===== src/rtl/core/pixel_priority_mux_defines.svh =====
// Assertion macros for the pixel priority mux.
// Used by the top level only; expects clk and rst in scope.
`ifndef PIXEL_PRIORITY_MUX_DEFINES_SVH
`define PIXEL_PRIORITY_MUX_DEFINES_SVH

// Same-cycle implication, disabled while in reset
`define PPM_ASSERT_NOW(label, ante, cons) \
  label: assert property (@(posedge clk) disable iff (rst) (ante) |-> (cons)) \
    else $error("pixel_priority_mux: check failed");

// Next-cycle implication, disabled while in reset
`define PPM_ASSERT_NEXT(label, ante, cons) \
  label: assert property (@(posedge clk) disable iff (rst) (ante) |=> (cons)) \
    else $error("pixel_priority_mux: check failed");

`endif


===== src/rtl/core/ppm_pkg.sv =====
// Shared types, codes and tables for the pixel priority mux.
// No dependencies; imported by ppm_shade and pixel_priority_mux.
package ppm_pkg;

  // Item kinds carried on s_tuser
  typedef enum logic [1:0] {
    FUNC_PIXEL     = 2'd0,
    FUNC_PAL_WRITE = 2'd1,
    FUNC_CLEAR_HIT = 2'd2
  } func_t;

  // Configuration register indexes
  typedef enum logic [1:0] {
    CFG_SHOW_BG   = 2'd0,
    CFG_SHOW_SPR  = 2'd1,
    CFG_EMPHASIS  = 2'd2,
    CFG_PAL_MASK  = 2'd3
  } cfg_index_t;

  localparam int unsigned PAL_DEPTH   = 32;
  localparam logic [5:0]  PAL_MASK_RST = 6'h3f;

  // Emphasis bit positions
  localparam int unsigned EMPH_RED   = 0;
  localparam int unsigned EMPH_GREEN = 1;
  localparam int unsigned EMPH_BLUE  = 2;

  typedef struct packed {
    logic [7:0] red;
    logic [7:0] green;
    logic [7:0] blue;
  } rgb_t;

  // Palette address with the backdrop mirrors folded down
  function automatic logic [4:0] pal_slot(input logic [4:0] addr);
    logic [4:0] a;
    a = addr;
    if ((a & 5'h13) == 5'h10) a = a & 5'h0f;
    return a;
  endfunction

  // floor(c * 3 / 4)
  function automatic logic [7:0] darken(input logic [7:0] c);
    logic [9:0] t;
    t = {2'b00, c} + {1'b0, c, 1'b0};
    return t[9:2];
  endfunction

  // Fixed RGB table, 0xRRGGBB
  function automatic logic [23:0] colour_lookup(input logic [5:0] idx);
    logic [23:0] c;
    unique case (idx)
      6'd0:  c = 24'h808080;  6'd1:  c = 24'h1E509D;  6'd2:  c = 24'h3C3CB9;
      6'd3:  c = 24'h5D2BB7;  6'd4:  c = 24'h792398;  6'd5:  c = 24'h882564;
      6'd6:  c = 24'h873129;  6'd7:  c = 24'h764400;  6'd8:  c = 24'h585800;
      6'd9:  c = 24'h376900;  6'd10: c = 24'h1B7100;  6'd11: c = 24'h0C6F30;
      6'd12: c = 24'h0D636B;  6'd13: c = 24'h000000;  6'd14: c = 24'h000000;
      6'd15: c = 24'h000000;  6'd16: c = 24'hBFBFBF;  6'd17: c = 24'h4779C6;
      6'd18: c = 24'h6464E2;  6'd19: c = 24'h8554E0;  6'd20: c = 24'hA24CC0;
      6'd21: c = 24'hB14E8C;  6'd22: c = 24'hB05A51;  6'd23: c = 24'h9E6D20;
      6'd24: c = 24'h818104;  6'd25: c = 24'h609206;  6'd26: c = 24'h449A25;
      6'd27: c = 24'h349859;  6'd28: c = 24'h368B94;  6'd29: c = 24'h3D3D3D;
      6'd30: c = 24'h000000;  6'd31: c = 24'h000000;  6'd32: c = 24'hFFFFFF;
      6'd33: c = 24'h8FC0FF;  6'd34: c = 24'hACACFF;  6'd35: c = 24'hCD9BFF;
      6'd36: c = 24'hE993FF;  6'd37: c = 24'hF895D4;  6'd38: c = 24'hF7A199;
      6'd39: c = 24'hE6B467;  6'd40: c = 24'hC9C84B;  6'd41: c = 24'hA7D94D;
      6'd42: c = 24'h8BE16D;  6'd43: c = 24'h7CDFA1;  6'd44: c = 24'h7DD3DB;
      6'd45: c = 24'h787878;  6'd46: c = 24'h000000;  6'd47: c = 24'h000000;
      6'd48: c = 24'hFFFFFF;  6'd49: c = 24'hBAEBFF;  6'd50: c = 24'hD7D7FF;
      6'd51: c = 24'hF8C7FF;  6'd52: c = 24'hFFBFFF;  6'd53: c = 24'hFFC1FF;
      6'd54: c = 24'hFFCDC4;  6'd55: c = 24'hFFE092;  6'd56: c = 24'hF4F477;
      6'd57: c = 24'hD3FF79;  6'd58: c = 24'hB7FF98;  6'd59: c = 24'hA7FFCC;
      6'd60: c = 24'hA8FEFF;  6'd61: c = 24'hC4C4C4;  6'd62: c = 24'h000000;
      6'd63: c = 24'h000000;
      default: c = 24'h000000;
    endcase
    return c;
  endfunction

endpackage


===== src/rtl/core/ppm_shade.sv =====
// Colour stage: palette value -> masked ROM lookup -> emphasis darkening.
// Depends on ppm_pkg (rgb_t, colour_lookup, darken).
module ppm_shade import ppm_pkg::*; (
  input  logic [5:0] pal_value,
  input  logic [5:0] palette_mask,
  input  logic [2:0] emphasis,
  output rgb_t       rgb
);

  logic [23:0] rom_rgb;
  logic [7:0]  r0, g0, b0;
  logic [7:0]  r1, g1, b1;
  logic [7:0]  r2, g2, b2;

  // Table lookup
  assign rom_rgb = colour_lookup(pal_value & palette_mask);
  assign r0 = rom_rgb[23:16];
  assign g0 = rom_rgb[15:8];
  assign b0 = rom_rgb[7:0];

  // Emphasis in the same order as the bits: blue, green, red
  always_comb begin
    r1 = emphasis[EMPH_BLUE]  ? darken(r0) : r0;
    g1 = emphasis[EMPH_BLUE]  ? darken(g0) : g0;
    b1 = b0;
    r2 = emphasis[EMPH_GREEN] ? darken(r1) : r1;
    g2 = g1;
    b2 = emphasis[EMPH_GREEN] ? darken(b1) : b1;
    rgb.red   = r2;
    rgb.green = emphasis[EMPH_RED] ? darken(g2) : g2;
    rgb.blue  = emphasis[EMPH_RED] ? darken(b2) : b2;
  end

endmodule


===== src/rtl/core/pixel_priority_mux.sv =====
// Pixel priority mux top level: item register, palette store, result register.
// Depends on ppm_pkg, ppm_shade and pixel_priority_mux_defines.svh.
//
// Usage:
//   s_* carries one item per accepted beat; s_tuser holds the item kind
//   (pixel, palette write, clear sprite-zero hit). m_* returns exactly one
//   result per item: RGB (zero for non-pixel items) plus the sticky hit flag.
//   cfg_we/cfg_index/cfg_data write the show, emphasis and mask registers
//   and must only be used while the block is idle.
// Registers: the input register loads at accept, and the result register
//   loads from it. Throughput: one item per cycle while m_tready is high;
//   the palette read, ROM lookup and darkening all sit between those two registers.
// Palette writes take effect in item order, so a pixel right behind a
//   write sees the new value.
// Reset: clears the pipeline, the palette (all zero), the hit flag and
//   the config registers (palette mask to all ones).
// Stall: when m_tready is low the result holds and the input register
//   keeps taking one more item; after that s_tready drops.
`include "pixel_priority_mux_defines.svh"

module pixel_priority_mux import ppm_pkg::*; (
  input  logic        clk,
  input  logic        rst,
  // input items
  input  logic        s_tvalid,
  output logic        s_tready,
  // bg_code[3:0], spr_code[8:4], spr_behind[9], spr_is_zero[10],
  // pixel_x[18:11], pal_addr[23:19], pal_data[29:24], zero[31:30]
  input  logic [31:0] s_tdata,
  // func[1:0]
  input  logic [1:0]  s_tuser,
  // results
  output logic        m_tvalid,
  input  logic        m_tready,
  // red[7:0], green[15:8], blue[23:16], hit_flag[24], zero[31:25]
  output logic [31:0] m_tdata,
  // configuration writes
  input  logic        cfg_we,
  input  logic [1:0]  cfg_index,
  input  logic [5:0]  cfg_data
);

  typedef struct packed {
    logic [1:0] func;
    logic [3:0] bg_code;
    logic [4:0] spr_code;
    logic       spr_behind;
    logic       spr_is_zero;
    logic [7:0] pixel_x;
    logic [4:0] pal_addr;
    logic [5:0] pal_data;
  } item_t;

  // Config registers
  logic       show_background;
  logic       show_sprites;
  logic [2:0] emphasis;
  logic [5:0] palette_mask;

  // Pipeline state
  logic       s1_valid;
  item_t      s1;
  logic       out_valid;
  rgb_t       out_rgb;
  logic       out_hit;
  logic       sprite_zero_hit;
  logic       sprite_zero_hit_next;
  logic [5:0] palette_ram [PAL_DEPTH];

  logic       advance;
  logic       s1_is_pixel;
  logic       spr_wins;
  logic [4:0] read_addr;
  logic [5:0] pal_value;
  rgb_t       shade_rgb;

  // Handshake
  assign advance  = s1_valid && (!out_valid || m_tready);
  assign s_tready = !s1_valid || advance;
  assign m_tvalid = out_valid;
  assign m_tdata  = {7'd0, out_hit, out_rgb.blue, out_rgb.green, out_rgb.red};

  // Config writes
  always_ff @(posedge clk) begin
    if (rst) begin
      show_background <= 1'b0;
      show_sprites    <= 1'b0;
      emphasis        <= 3'd0;
      palette_mask    <= PAL_MASK_RST;
    end else if (cfg_we) begin
      unique case (cfg_index_t'(cfg_index))
        CFG_SHOW_BG:  show_background <= cfg_data[0];
        CFG_SHOW_SPR: show_sprites    <= cfg_data[0];
        CFG_EMPHASIS: emphasis        <= cfg_data[2:0];
        CFG_PAL_MASK: palette_mask    <= cfg_data;
        default: ;
      endcase
    end
  end

  // Input register
  always_ff @(posedge clk) begin
    if (rst) begin
      s1_valid <= 1'b0;
    end else if (s_tready) begin
      s1_valid <= s_tvalid;
    end
  end

  always_ff @(posedge clk) begin
    if (s_tvalid && s_tready) begin
      s1.func        <= s_tuser;
      s1.bg_code     <= s_tdata[3:0];
      s1.spr_code    <= s_tdata[8:4];
      s1.spr_behind  <= s_tdata[9];
      s1.spr_is_zero <= s_tdata[10];
      s1.pixel_x     <= s_tdata[18:11];
      s1.pal_addr    <= s_tdata[23:19];
      s1.pal_data    <= s_tdata[29:24];
    end
  end

  // Priority select and palette read
  assign s1_is_pixel = (func_t'(s1.func) == FUNC_PIXEL);
  assign spr_wins    = (s1.spr_code != 5'd0) && (!s1.spr_behind || s1.bg_code == 4'd0);

  always_comb begin
    priority if (spr_wins) begin
      read_addr = pal_slot(s1.spr_code);
    end else if (s1.bg_code != 4'd0) begin
      read_addr = pal_slot({1'b0, s1.bg_code});
    end else begin
      read_addr = 5'd0;
    end
  end

  assign pal_value = palette_ram[read_addr];

  ppm_shade u_shade (
    .pal_value    (pal_value),
    .palette_mask (palette_mask),
    .emphasis     (emphasis),
    .rgb          (shade_rgb)
  );

  // Sticky sprite-zero hit
  always_comb begin
    sprite_zero_hit_next = sprite_zero_hit;
    unique case (func_t'(s1.func))
      FUNC_PIXEL: begin
        if (s1.spr_is_zero && s1.spr_code != 5'd0 && s1.bg_code != 4'd0 &&
            show_background && show_sprites && s1.pixel_x != 8'hff)
          sprite_zero_hit_next = 1'b1;
      end
      FUNC_CLEAR_HIT: sprite_zero_hit_next = 1'b0;
      default: ;
    endcase
  end

  always_ff @(posedge clk) begin
    if (rst) begin
      sprite_zero_hit <= 1'b0;
    end else if (advance) begin
      sprite_zero_hit <= sprite_zero_hit_next;
    end
  end

  // Palette store, written in item order
  always_ff @(posedge clk) begin
    if (rst) begin
      for (int i = 0; i < PAL_DEPTH; i++) palette_ram[i] <= 6'd0;
    end else if (advance && func_t'(s1.func) == FUNC_PAL_WRITE) begin
      palette_ram[pal_slot(s1.pal_addr)] <= s1.pal_data;
    end
  end

  // Result register
  always_ff @(posedge clk) begin
    if (rst) begin
      out_valid <= 1'b0;
    end else if (advance) begin
      out_valid <= 1'b1;
    end else if (m_tready) begin
      out_valid <= 1'b0;
    end
  end

  always_ff @(posedge clk) begin
    if (advance) begin
      out_rgb <= s1_is_pixel ? shade_rgb : '0;
      out_hit <= sprite_zero_hit_next;
    end
  end

  // Checks
  `PPM_ASSERT_NEXT(a_clear_hit, advance && func_t'(s1.func) == FUNC_CLEAR_HIT, !out_hit && !sprite_zero_hit)
  `PPM_ASSERT_NEXT(a_nonpixel_black, advance && !s1_is_pixel, out_rgb == '0)
  `PPM_ASSERT_NEXT(a_hit_sticky, sprite_zero_hit && !(advance && func_t'(s1.func) == FUNC_CLEAR_HIT), sprite_zero_hit)
  `PPM_ASSERT_NOW(a_hold_full, s1_valid && out_valid && !m_tready, !s_tready)

endmodule

===== config.mk =====
export PLATFORM = sky130hd
export DESIGN_NAME = pixel_priority_mux
export DESIGN_NICKNAME = d
export VERILOG_FILES = /design/src/rtl/core/ppm_pkg.sv /design/src/rtl/core/ppm_shade.sv /design/src/rtl/core/pixel_priority_mux.sv
export VERILOG_INCLUDE_DIRS = /design/src /design/src/rtl/core
export SDC_FILE = /design/constraint.sdc
export NUM_CORES = 1
export LEC_CHECK = 0
export BUFFER_PORTS_ARGS = -buffer_cell sky130_fd_sc_hd__buf_4
export CELL_PAD_IN_SITES_DETAIL_PLACEMENT = 0
export CELL_PAD_IN_SITES_GLOBAL_PLACEMENT = 1
export CORE_MARGIN = 4
export CORE_UTILIZATION = 45
export DETAILED_ROUTE_END_ITERATION = 6
export PLACE_DENSITY = 0.89
export REMOVE_ABC_BUFFERS = 1
export SKIP_CTS_REPAIR_TIMING = 1
export SKIP_LAST_GASP = 1
export SYNTH_ARGS = -nofsm -noshare
export SYNTH_HDL_FRONTEND = slang
export SYNTH_SLANG_ARGS = --single-unit

===== constraint.sdc =====
create_clock -name clk -period 7.57 [get_ports clk]
set_input_delay 1.514 -clock clk [delete_from_list [all_inputs] [get_ports clk]]
set_output_delay 1.514 -clock clk [all_outputs]
set_load 0.02 [all_outputs]

# Word level (Yosys, flattened, before mapping)
# Memory sizes are Yosys's and may differ from the RTL's.
# Cells that the tools add are included.
op_classes:
  addsub: 6
  eq_ne: 8
  n_mux: 24
  n_bitwise: 1
  n_reduce_logical: 26
op_table:
  columns: ["cell", "count"]
  rows:
  - ["adder 8 x 9 -> 10 bit", 6]
  - ["2-to-1 mux 8 bit", 6]
  - ["2-to-1 mux 5 bit", 6]
  - ["logical AND 1 bit", 9]
  - ["2-to-1 mux 1 bit", 9]
  - ["!= test 8 bit, second input constant", 1]
  - ["AND reduction 2 bit", 4]
  - ["AND 6 bit", 1]
  - ["== test 2 bit, second input constant", 3]
  - ["== test 3 bit, second input constant", 2]
  - ["2-to-1 mux 6 bit", 1]
  - ["OR reduction 6 bit", 1]
  - ["nonzero test 5 bit", 1]
  - ["== test 2 x 1 -> 1 bit, second input constant", 2]
  - ["zero test 2 bit", 2]
  - ["zero test 4 bit", 1]
  - ["2-to-1 mux 4 bit", 1]
  - ["nonzero test 4 bit", 1]
  - ["zero test 1 bit", 3]
  - ["logical OR 1 bit", 3]
  - ["one-hot mux 1 bit (2 select lines)", 1]
  - ["nonzero test 2 bit", 1]
word_totals:
  ff_bits: 71
  mem_bits_rw: 192
  romBits: 1536
  inputBits: 47
  output_inout_bits: 34
  wordCells: 86
  n_memories: 2
memory_table:
  columns: ["name", "depth", "word_bits", "rd", "rd_clocked_by_memory_dff", "write_ports", "line", "source"]
  rows:
  - ["(name not given)", 64, 24, 1, 0, 0, "ppm_pkg.sv:52", "unique case (idx)"]
  - ["palette_ram", 32, 6, 1, 0, 32, "pixel_priority_mux.sv:68", "logic [5:0] palette_ram [PAL_DEPTH];"]

# Depth between registers and ports, before layout
# Gate-level depths: netlist of run 1.
# An unclocked memory read counts as a cell.
depth:
  depth_word: 11
  mapped_depth: 38

# Hierarchy
# From an unflattened synthesis of run 1, not the netlist that was laid out.
hier_totals:
  cells_unflattened: 1589
  hier_area_um2: 15937.8
modules_own_cells:
  columns: ["mod", "n_inst", "cells_per_inst", "area_per_inst_um2"]
  rows:
  - ["pixel_priority_mux", 1, 862, 11104.4]
  - ["ppm_shade", 1, 727, 4833.4]

# Worst setup path after synthesis of run 1
# Ideal clock, no wire load.
synth_timing:
  kind: "register -> register"
  from: "register s1[22] in the netlist's numbering"
  to: "register out_rgb, in the netlist m_tdata[7], data pin"
  t_arrival_ns: 7.056
  required_ns: 7.295
  setup_slack_ns: 0.239
  path_stages_with_launch: 34
  n_path_buf: 5
  cell_sequence: "edfxtp_1 -> or3b_1 -> o31a_1 -> buf_6 -> nand2_2 -> buf_4 -> buf_4 -> buf_2 -> nand2_1 -> a311o_1 -> nand2_1 -> o21ai_1 -> nor2_1 -> inv_1 -> ha_1 -> buf_1 -> inv_1 -> o211a_1 -> a211o_1 -> a311oi_1 -> a211oi_1 -> nor2_1 -> fa_1 -> xnor3_1 -> o21a_1 -> nor2b_1 -> fa_1 -> a21o_1 -> a21o_1 -> a21o_1 -> a21oi_1 -> inv_1 -> a21oi_1 -> a211oi_1"
synth_via:
  elab_chain_cells: 10
  elab_cells_between_ends: 12
  cone_classes: "add/sub (2); eq/ne (1); mux (4); bitwise (1); reduce/logical (2); memory (2)"
synth_lines:
  columns: ["element", "line", "source"]
  rows:
  - ["start: declaration", "pixel_priority_mux.sv:62", "item_t s1;"]
  - ["== test 3 bit / nonzero test 5 bit (equally long branches)", "ppm_pkg.sv:38, pixel_priority_mux.sv:125", null]
  - ["2-to-1 mux 5 bit / logical AND 1 bit (equally long branches)", "ppm_pkg.sv:38, pixel_priority_mux.sv:125", null]
  - ["2-to-1 mux 5 bit *", "pixel_priority_mux.sv:128", "priority if (spr_wins) begin"]
  - ["memory read (32 x 6 bit) *", null, null]
  - ["AND 6 bit *", "ppm_shade.sv:16", "assign rom_rgb = colour_lookup(pal_value & palette_mask);"]
  - ["memory read (64 x 24 bit) *", null, null]
  - ["adder 8 x 9 -> 10 bit", "ppm_pkg.sv:45", "t = {2'b00, c} + {1'b0, c, 1'b0};"]
  - ["2-to-1 mux 8 bit *", "ppm_shade.sv:23", "r1 = emphasis[EMPH_BLUE] ? darken(r0) : r0;"]
  - ["adder 8 x 9 -> 10 bit", "ppm_pkg.sv:45", null]
  - ["2-to-1 mux 8 bit *", "ppm_shade.sv:26", "r2 = emphasis[EMPH_GREEN] ? darken(r1) : r1;"]
  - ["end signal: assignment", "pixel_priority_mux.sv:190", "out_rgb <= s1_is_pixel ? shade_rgb : '0;"]
  - ["end: declaration", "pixel_priority_mux.sv:64", "rgb_t out_rgb;"]
# Every way passes the cells marked *; elsewhere a longest branch is shown, timed or not.
# A chain may end at the register's enable or synchronous reset.

# Worst setup path in the final report of run 1
layout_timing:
  from: "register s1[22] in the netlist's numbering"
  to: "register out_rgb, in the netlist m_tdata[22], data pin"
layout_via:
  elab_chain_cells: 10
  elab_cells_between_ends: 12
  cone_classes: "add/sub (2); eq/ne (1); mux (4); bitwise (1); reduce/logical (2); memory (2)"
layout_lines:
  columns: ["element", "line", "source"]
  rows:
  - ["== test 3 bit / nonzero test 5 bit (equally long branches)", "ppm_pkg.sv:38, pixel_priority_mux.sv:125", null]
  - ["2-to-1 mux 5 bit / logical AND 1 bit (equally long branches)", "ppm_pkg.sv:38, pixel_priority_mux.sv:125", null]
  - ["2-to-1 mux 5 bit *", "pixel_priority_mux.sv:128", null]
  - ["memory read (32 x 6 bit) *", null, null]
  - ["AND 6 bit *", "ppm_shade.sv:16", null]
  - ["memory read (64 x 24 bit) *", null, null]
  - ["adder 8 x 9 -> 10 bit", "ppm_pkg.sv:45", null]
  - ["2-to-1 mux 8 bit *", "ppm_shade.sv:28", "b2 = emphasis[EMPH_GREEN] ? darken(b1) : b1;"]
  - ["adder 8 x 9 -> 10 bit", "ppm_pkg.sv:45", null]
  - ["2-to-1 mux 8 bit *", "ppm_shade.sv:31", "rgb.blue = emphasis[EMPH_RED] ? darken(b2) : b2;"]
# Marks and branches as above.

==> results of run 1 <==
==> path summary, 6_finish.rpt <==
| kind | cells after the start | to | slack (ps) |
|---|---|---|---|
| worst max-delay path | 33 | m_tdata[22] | 290 |
| worst min-delay path | 2 | m_tvalid | 510 |
| worst max register to register | 33 | m_tdata[22] | 290 |
| worst min register to register | 2 | m_tvalid | 510 |
==> power by group <==
| part | internal [W] | leakage, nW | switching [W] |
|---|---|---|---|
| sequential | 0.00166 | 2.65 | 0.0000448 |
| clock | 0.000817 | 0.452 | 0.000564 |
| combinational | 0.00154 | 5.20 | 0.00175 |
| total | 0.00402 | 8.30 | 0.00236 |
==> cell usage in the layout (no fill, tap or decap), types with 31 or more instances in the layout <==
cell type | Yosys | layout
nand2_1 | 139 | 136
mux2i_1 | 45 | 42
ha_1 | 57 | 54
and2_1 | 183 | 182
a211oi_1 | 56 | 55
nor2_1 | 136 | 133
inv_1 | 41 | 41
conb_1 | 1 | 31
a21oi_1 | 81 | 78
o21ai_0 | 68 | 67
and3_1 | 39 | 39
nand3_1 | 51 | 51
buf_4 | 14 | 294
edfxtp_1 | 249 | 249
==> per-stage QoR <==
| stage | hold slack (ps) | setup TNS, ps |
|---|---|---|
| 2_1_floorplan | 443 | -18650 |
| 3_5_place_dp | 487 | 0 |
| 4_1_cts | 511 | -64.7 |
| 5_1_grt | 527 | -269 |
| 3_3_place_gp | 478 | 0 |
| 6_report | 514 | 0 |
==> final cells by class <==
type,count,area (um^2)
clock buffer,37,766
fill,3152,16300
tap,504,631
timing repair buffer,300,2330
clock inverter,15,168
inverter,45,169
multi-input combinational,1307,8710
sequential,263,7760
==> registers in the layout, indices dropped and copies added (netlist names) <==
| register | cells |
|---|---|
| palette_mask | 6 |
| show_background | 1 |
| s1 | 32 |
| sprite_zero_hit | 1 |
| m_tvalid | 1 |
| emphasis | 3 |
| palette_ram | 192 |
| m_tdata | 24 |
| s1_valid | 1 |
| out_hit | 1 |
| show_sprites | 1 |
==> worst register-to-register path, delay by kind of cell (launching register included) <==
kind,cells,cell delay [ps]
simple gates,7,1760
fa+ha+maj,2,520
flops,1,430
compound gates,10,2040
xor+xnor,1,180
buf+inv,9,1280
mux,4,820
==> kinds of logic after synthesis <==
| logic type | Yosys count | share of synthesized area |
|---|---|---|
| flops | 263 | 0.459 |
| compound gates | 461 | 0.198 |
| fa+ha+maj | 61 | 0.0469 |
| mux | 52 | 0.0313 |
| buf+inv | 170 | 0.0446 |
| xor+xnor | 32 | 0.0174 |
| simple gates | 670 | 0.203 |
| other cells | 1 | 0.000222 |
==> per-layer routing <==
layer / track usage / share of wire
met1: 0.310 / 0.38
met2: 0.438 / 0.49
met3: 0.0430 / 0.077
met4: 0.115 / 0.051
met5: 0 / 0
==> impl_metrics.toml, run 1 <==
[logic_synthesis]
synth_ff_type = "edfxtp_1"
yosys.area.top_type_share = 0.442
syn_area_um2 = 16900
synth-edff-count = 249
async_flop_share = 0
yosys.area.top_type = "edfxtp_1"
synth.yosys.seq_area_share = 0.459
syn_inst = 1710
ys_types = 92
synthTopCellsByCount = "249 x edfxtp_1, 183 x and2_1, 139 x nand2_1"
synth.area.top_cells = "edfxtp_1 44%, and2_1 6.8%, ha_1 4.2%"
yosys_warnings = 0
yosysMostFrequentCell = "edfxtp_1"
synth_seq_cells = 263
postSynthAreaPerCell_um2 = 9.89

[global_route]
grt_first_pass_wirelength_um = 82000
grt_use_total = 0.253
grt_pass1_vias = 14700
overflow = 0
grt_max_degree = 68
antenna_found_initial = 0

[sta]
rsz0062_at_grt = "yes"
slew_headroom = 0.239
hold_viol = 0
fin_skew_ps = 17.2
setup_viol = 0
period_share = 0.962
fin_ws_ps = 287
fmax_ghz = 0.137
fin_crit_ps = 7280
slew_violations = 0
worst-slew-pin-transition_ps = 1140

[die]
rows = 70
die_w_um = 202
dieArea_um2 = 40800
start_util = 0.459
coreArea_um2 = 36900
fp.dieH_um = 202
io_pins = 81

[worst_hold_path]
hold_start = "s1_valid"
hold_path.class = "register to register"

[run]
cap_violations = 0

[critical_path]
crit_type = "register to register"
worstSetupStartpoint = "s1[22]"
regToRegStartpoint = "s1[22]"
critical_path.top_delay_family = "compound AO/OA/AOI/OAI gates"
path_buf_inv = 9
worstPathArrival_ps = 7570
slowest_stage = "or4_1"
worstSetupStartpointType = "register"
crit_top_cell = "buf_4"
cp_slowest_stage_delay_ps = 530
cp-end-kind = "register"
critPathRequiredTime_ps = 7860
crit_fanout = 23

[power]
power_density_nw_per_um2 = 311
finalPower_w = 0.00638
p_leak_nw = 8.30
peakVddDrop_uv = 206

[cts]
cts-root-buf = "clkbuf_16"
cts_tree = "built"
clk_path_buf_depth = 3
htreeDepth = 1
clkTransAtPathRegs_ps = 60
clk_latency_ps = 550
cts_inserted_buffers = 28
cts_num_sinks = 263

[routing]
wl_um = 53700
routedWlPerCell_um = 21.7
vias_per_cell = 5.99
vias = 14800
ant_nets = 0
drc = 0
dr.pass1.iters = 5
drt_iter0_drc = 1384

[placed_design]
placed_area_um2 = 19300
place.port_buffers = 71
gp_congestion = 1.01
dp_slack_ps = 8.40
dp_cells = 2406
hpwl_um = 38600

[final_layout]
final_core_util = 0.557
antennaDiodeCount = 0
layout.nets = 2053
drive_above_1_share = 0.223
syn2layout_area_growth_pct = 21.4
design_area_um2 = 20500
fin_cells = 2471

[status]
outcome = "completed"
(Power assumes the default switching activity.)
==> run 2: changes to the inputs <==
--- a/config.mk
+++ b/config.mk
@@ -6,13 +6,14 @@
 export SDC_FILE = /design/constraint.sdc
 export NUM_CORES = 1
 export LEC_CHECK = 0
+export ABC_AREA = 1
 export BUFFER_PORTS_ARGS = -buffer_cell sky130_fd_sc_hd__buf_4
 export CELL_PAD_IN_SITES_DETAIL_PLACEMENT = 0
 export CELL_PAD_IN_SITES_GLOBAL_PLACEMENT = 1
 export CORE_MARGIN = 4
-export CORE_UTILIZATION = 45
+export CORE_UTILIZATION = 47
 export DETAILED_ROUTE_END_ITERATION = 6
-export PLACE_DENSITY = 0.89
+export PLACE_DENSITY = 0.91
 export REMOVE_ABC_BUFFERS = 1
 export SKIP_CTS_REPAIR_TIMING = 1
 export SKIP_LAST_GASP = 1
==> constraint.sdc (replaced) <==
create_clock -name clk -period 7.7 [get_ports clk]
set_input_delay 1.54 -clock clk [delete_from_list [all_inputs] [get_ports clk]]
set_output_delay 1.54 -clock clk [all_outputs]
set_load 0.02 [all_outputs]
==> impl_metrics.toml, run 2 <==
[status]
outcome = "completed"

[die]
dieArea_um2 = 37900
io_pins = 81
rows = 68
coreArea_um2 = 34500
fp.dieH_um = 195
die_w_um = 195
start_util = 0.476

[critical_path]
cp_slowest_stage_delay_ps = 500
reg2reg_depth = 38
crit_fanout = 34
slowest_stage = "edfxtp_1"
worstPathArrival_ps = 7200
crit_top_cell = "nand2_1"
critPathRequiredTime_ps = 8020
cp-end-kind = "register"
crit_type = "register to register"
worstSetupStartpointType = "register"

[logic_synthesis]
synth.area.top_cells = "edfxtp_1 46%, nand2_1 12%, nand3_1 11%"
async_flop_share = 0
synth_ff_type = "edfxtp_1"
syn_area_um2 = 16400
yosysMostFrequentCell = "nand2_1"
synth-simple-area-share = 0.332
synthAdderAreaFrac = 0.0484
yosys.area.top_type = "edfxtp_1"
yosys.area.top_type_share = 0.456
postSynthAreaPerCell_um2 = 8.21
synth_xor_area_frac = 0.00909
yosys_warnings = 0
synth_seq_cells = 263
synthMuxAreaShare = 0
syn_inst = 1995
synth_top_family_by_area = "simple AND/OR/NAND/NOR gates"
synth-edff-count = 249
synth.yosys.seq_area_share = 0.473
synth_compound_area_frac = 0.0649
ys_types = 55
synthTopCellsByCount = "534 x nand2_1, 351 x nand3_1, 249 x edfxtp_1"

[power]
power_density_nw_per_um2 = 312
finalPower_w = 0.00569
seq_power_share = 0.294
internal_power_w = 0.00336
peakVddDrop_uv = 273
p_leak_nw = 8.07
power.share.clock = 0.248
switching_share = 0.409
netSwitchingPower_w = 0.00233
p_comb_frac = 0.459

[cts]
cts_tree = "built"
clk_path_buf_depth = 3
clk_latency_ps = 570
clkTransAtPathRegs_ps = 60
cts-root-buf = "clkbuf_16"
cts_inserted_buffers = 29
cts_num_sinks = 263
htreeDepth = 1

[global_route]
grt_use_total = 0.231
grt_pass1_vias = 13600
antenna_found_initial = 0
grt_max_degree = 58
grt_first_pass_wirelength_um = 71200
overflow = 0

[sta]
period_share = 0.893
fmax_ghz = 0.145
fin_setup_tns_ps = 0
rsz0062_at_grt = "no"
fin_ws_ps = 823
slew_violations = 0
hold_viol = 0
slew_headroom = 0.331
fin_crit_ps = 6880
worst-slew-pin-transition_ps = 998
fin_skew_ps = 18.6
setup_viol = 0

[placed_design]
place.port_buffers = 71
dp_slack_ps = 954
hpwl_um = 31400
dp_cells = 2479
gp_congestion = 1.03

[final_layout]
final_cell_mix = "534 x nand2_1, 351 x nand3_1, 249 x edfxtp_1, 246 x nor2_1, 116 x inv_1"
syn2layout_area_growth_pct = 11.3
fin_cells = 2532
largest-register = "palette_ram"
antennaDiodeCount = 0
largest_register_ffs = 192
layout.nets = 2163
final_common_cell = "nand2_1"
drive_above_1_share = 0.119

[routing]
vias = 14000
wl_um = 44600
vias_per_cell = 5.53
routedWlPerCell_um = 17.6
ant_nets = 0
dr.pass1.iters = 7
drc = 0
drt_iter0_drc = 1403

[worst_hold_path]
hold_path.class = "register to register"
holdPathStages = 2

[run]
cap_violations = 0
run 2: power groups by stage:
stage / Sequential (W) / Combinational, W / Clock, W
final: 0.00167 / 0.00261 / 0.00141
after global routing: 0.00168 / 0.00295 / 0.00150
after CTS: 0.00167 / 0.00258 / 0.00143
after detailed placement: 0.00170 / 0.00256 / 0
after global placement: 0.00170 / 0.00251 / 0
after floorplan: 0.00171 / 0.00192 / 0
run 2: through the flow:
step / hold WS (ps) / cell area, um^2 / util
after floorplan: 445 / 15800 / -
after global placement: 484 / 17300 / 0.501
after detailed placement: 487 / 17300 / 0.501
after CTS: 498 / 18200 / 0.529
after global routing: 527 / 18200 / 0.529
final: 492 / 18200 / 0.529
run 2: logic make-up (layout without fill, tap and decap cells):
| kind of cell | count (synthesis) | after routing |
|---|---|---|
| XOR/XNOR | 17 | 17 |
| other | 1 | 31 |
| AND/OR/NAND/NOR | 1230 | 1230 |
| adder cells (fa/ha/maj) | 61 | 61 |
| buffers and inverters | 247 | 299 |
| AO/OA/AOI/OAI | 176 | 176 |
| flip-flops | 263 | 263 |
run 2: layout make-up:
| cell class | count | area [um^2] |
|---|---|---|
| fillers | 3167 | 16200 |
| well taps | 455 | 569 |
| clock inverters | 20 | 225 |
| clock buffers | 33 | 741 |
| inverters | 141 | 529 |
| repair buffers | 105 | 826 |
| flip-flops and latches | 263 | 7760 |
| multi-input cells | 1515 | 7590 |
run 2: critical path: cells and delay by family, from the launching register on:
kind            cells  cell delay, ps
compound gates      6            1080
fa+ha+maj           3            1140
buf+inv             3             520
flops               1             500
simple gates       26            3360
run 2: worst paths after layout:
path / startpoint / end / slack, ps
min: palette_mask[4] / palette_mask[4] / 490
min reg2reg: palette_mask[4] / palette_mask[4] / 490
max: s1[22] / m_tdata[22] / 820
max reg2reg: s1[22] / m_tdata[22] / 820
run 2: metal layers:
metal	vias up	track usage	routed length (um)
li1	6850	-	-
met1	6477	0.314	18600
met4	0	0.0797	1460
met2	575	0.380	20800
met3	100	0.0371	3780
met5	-	0	0
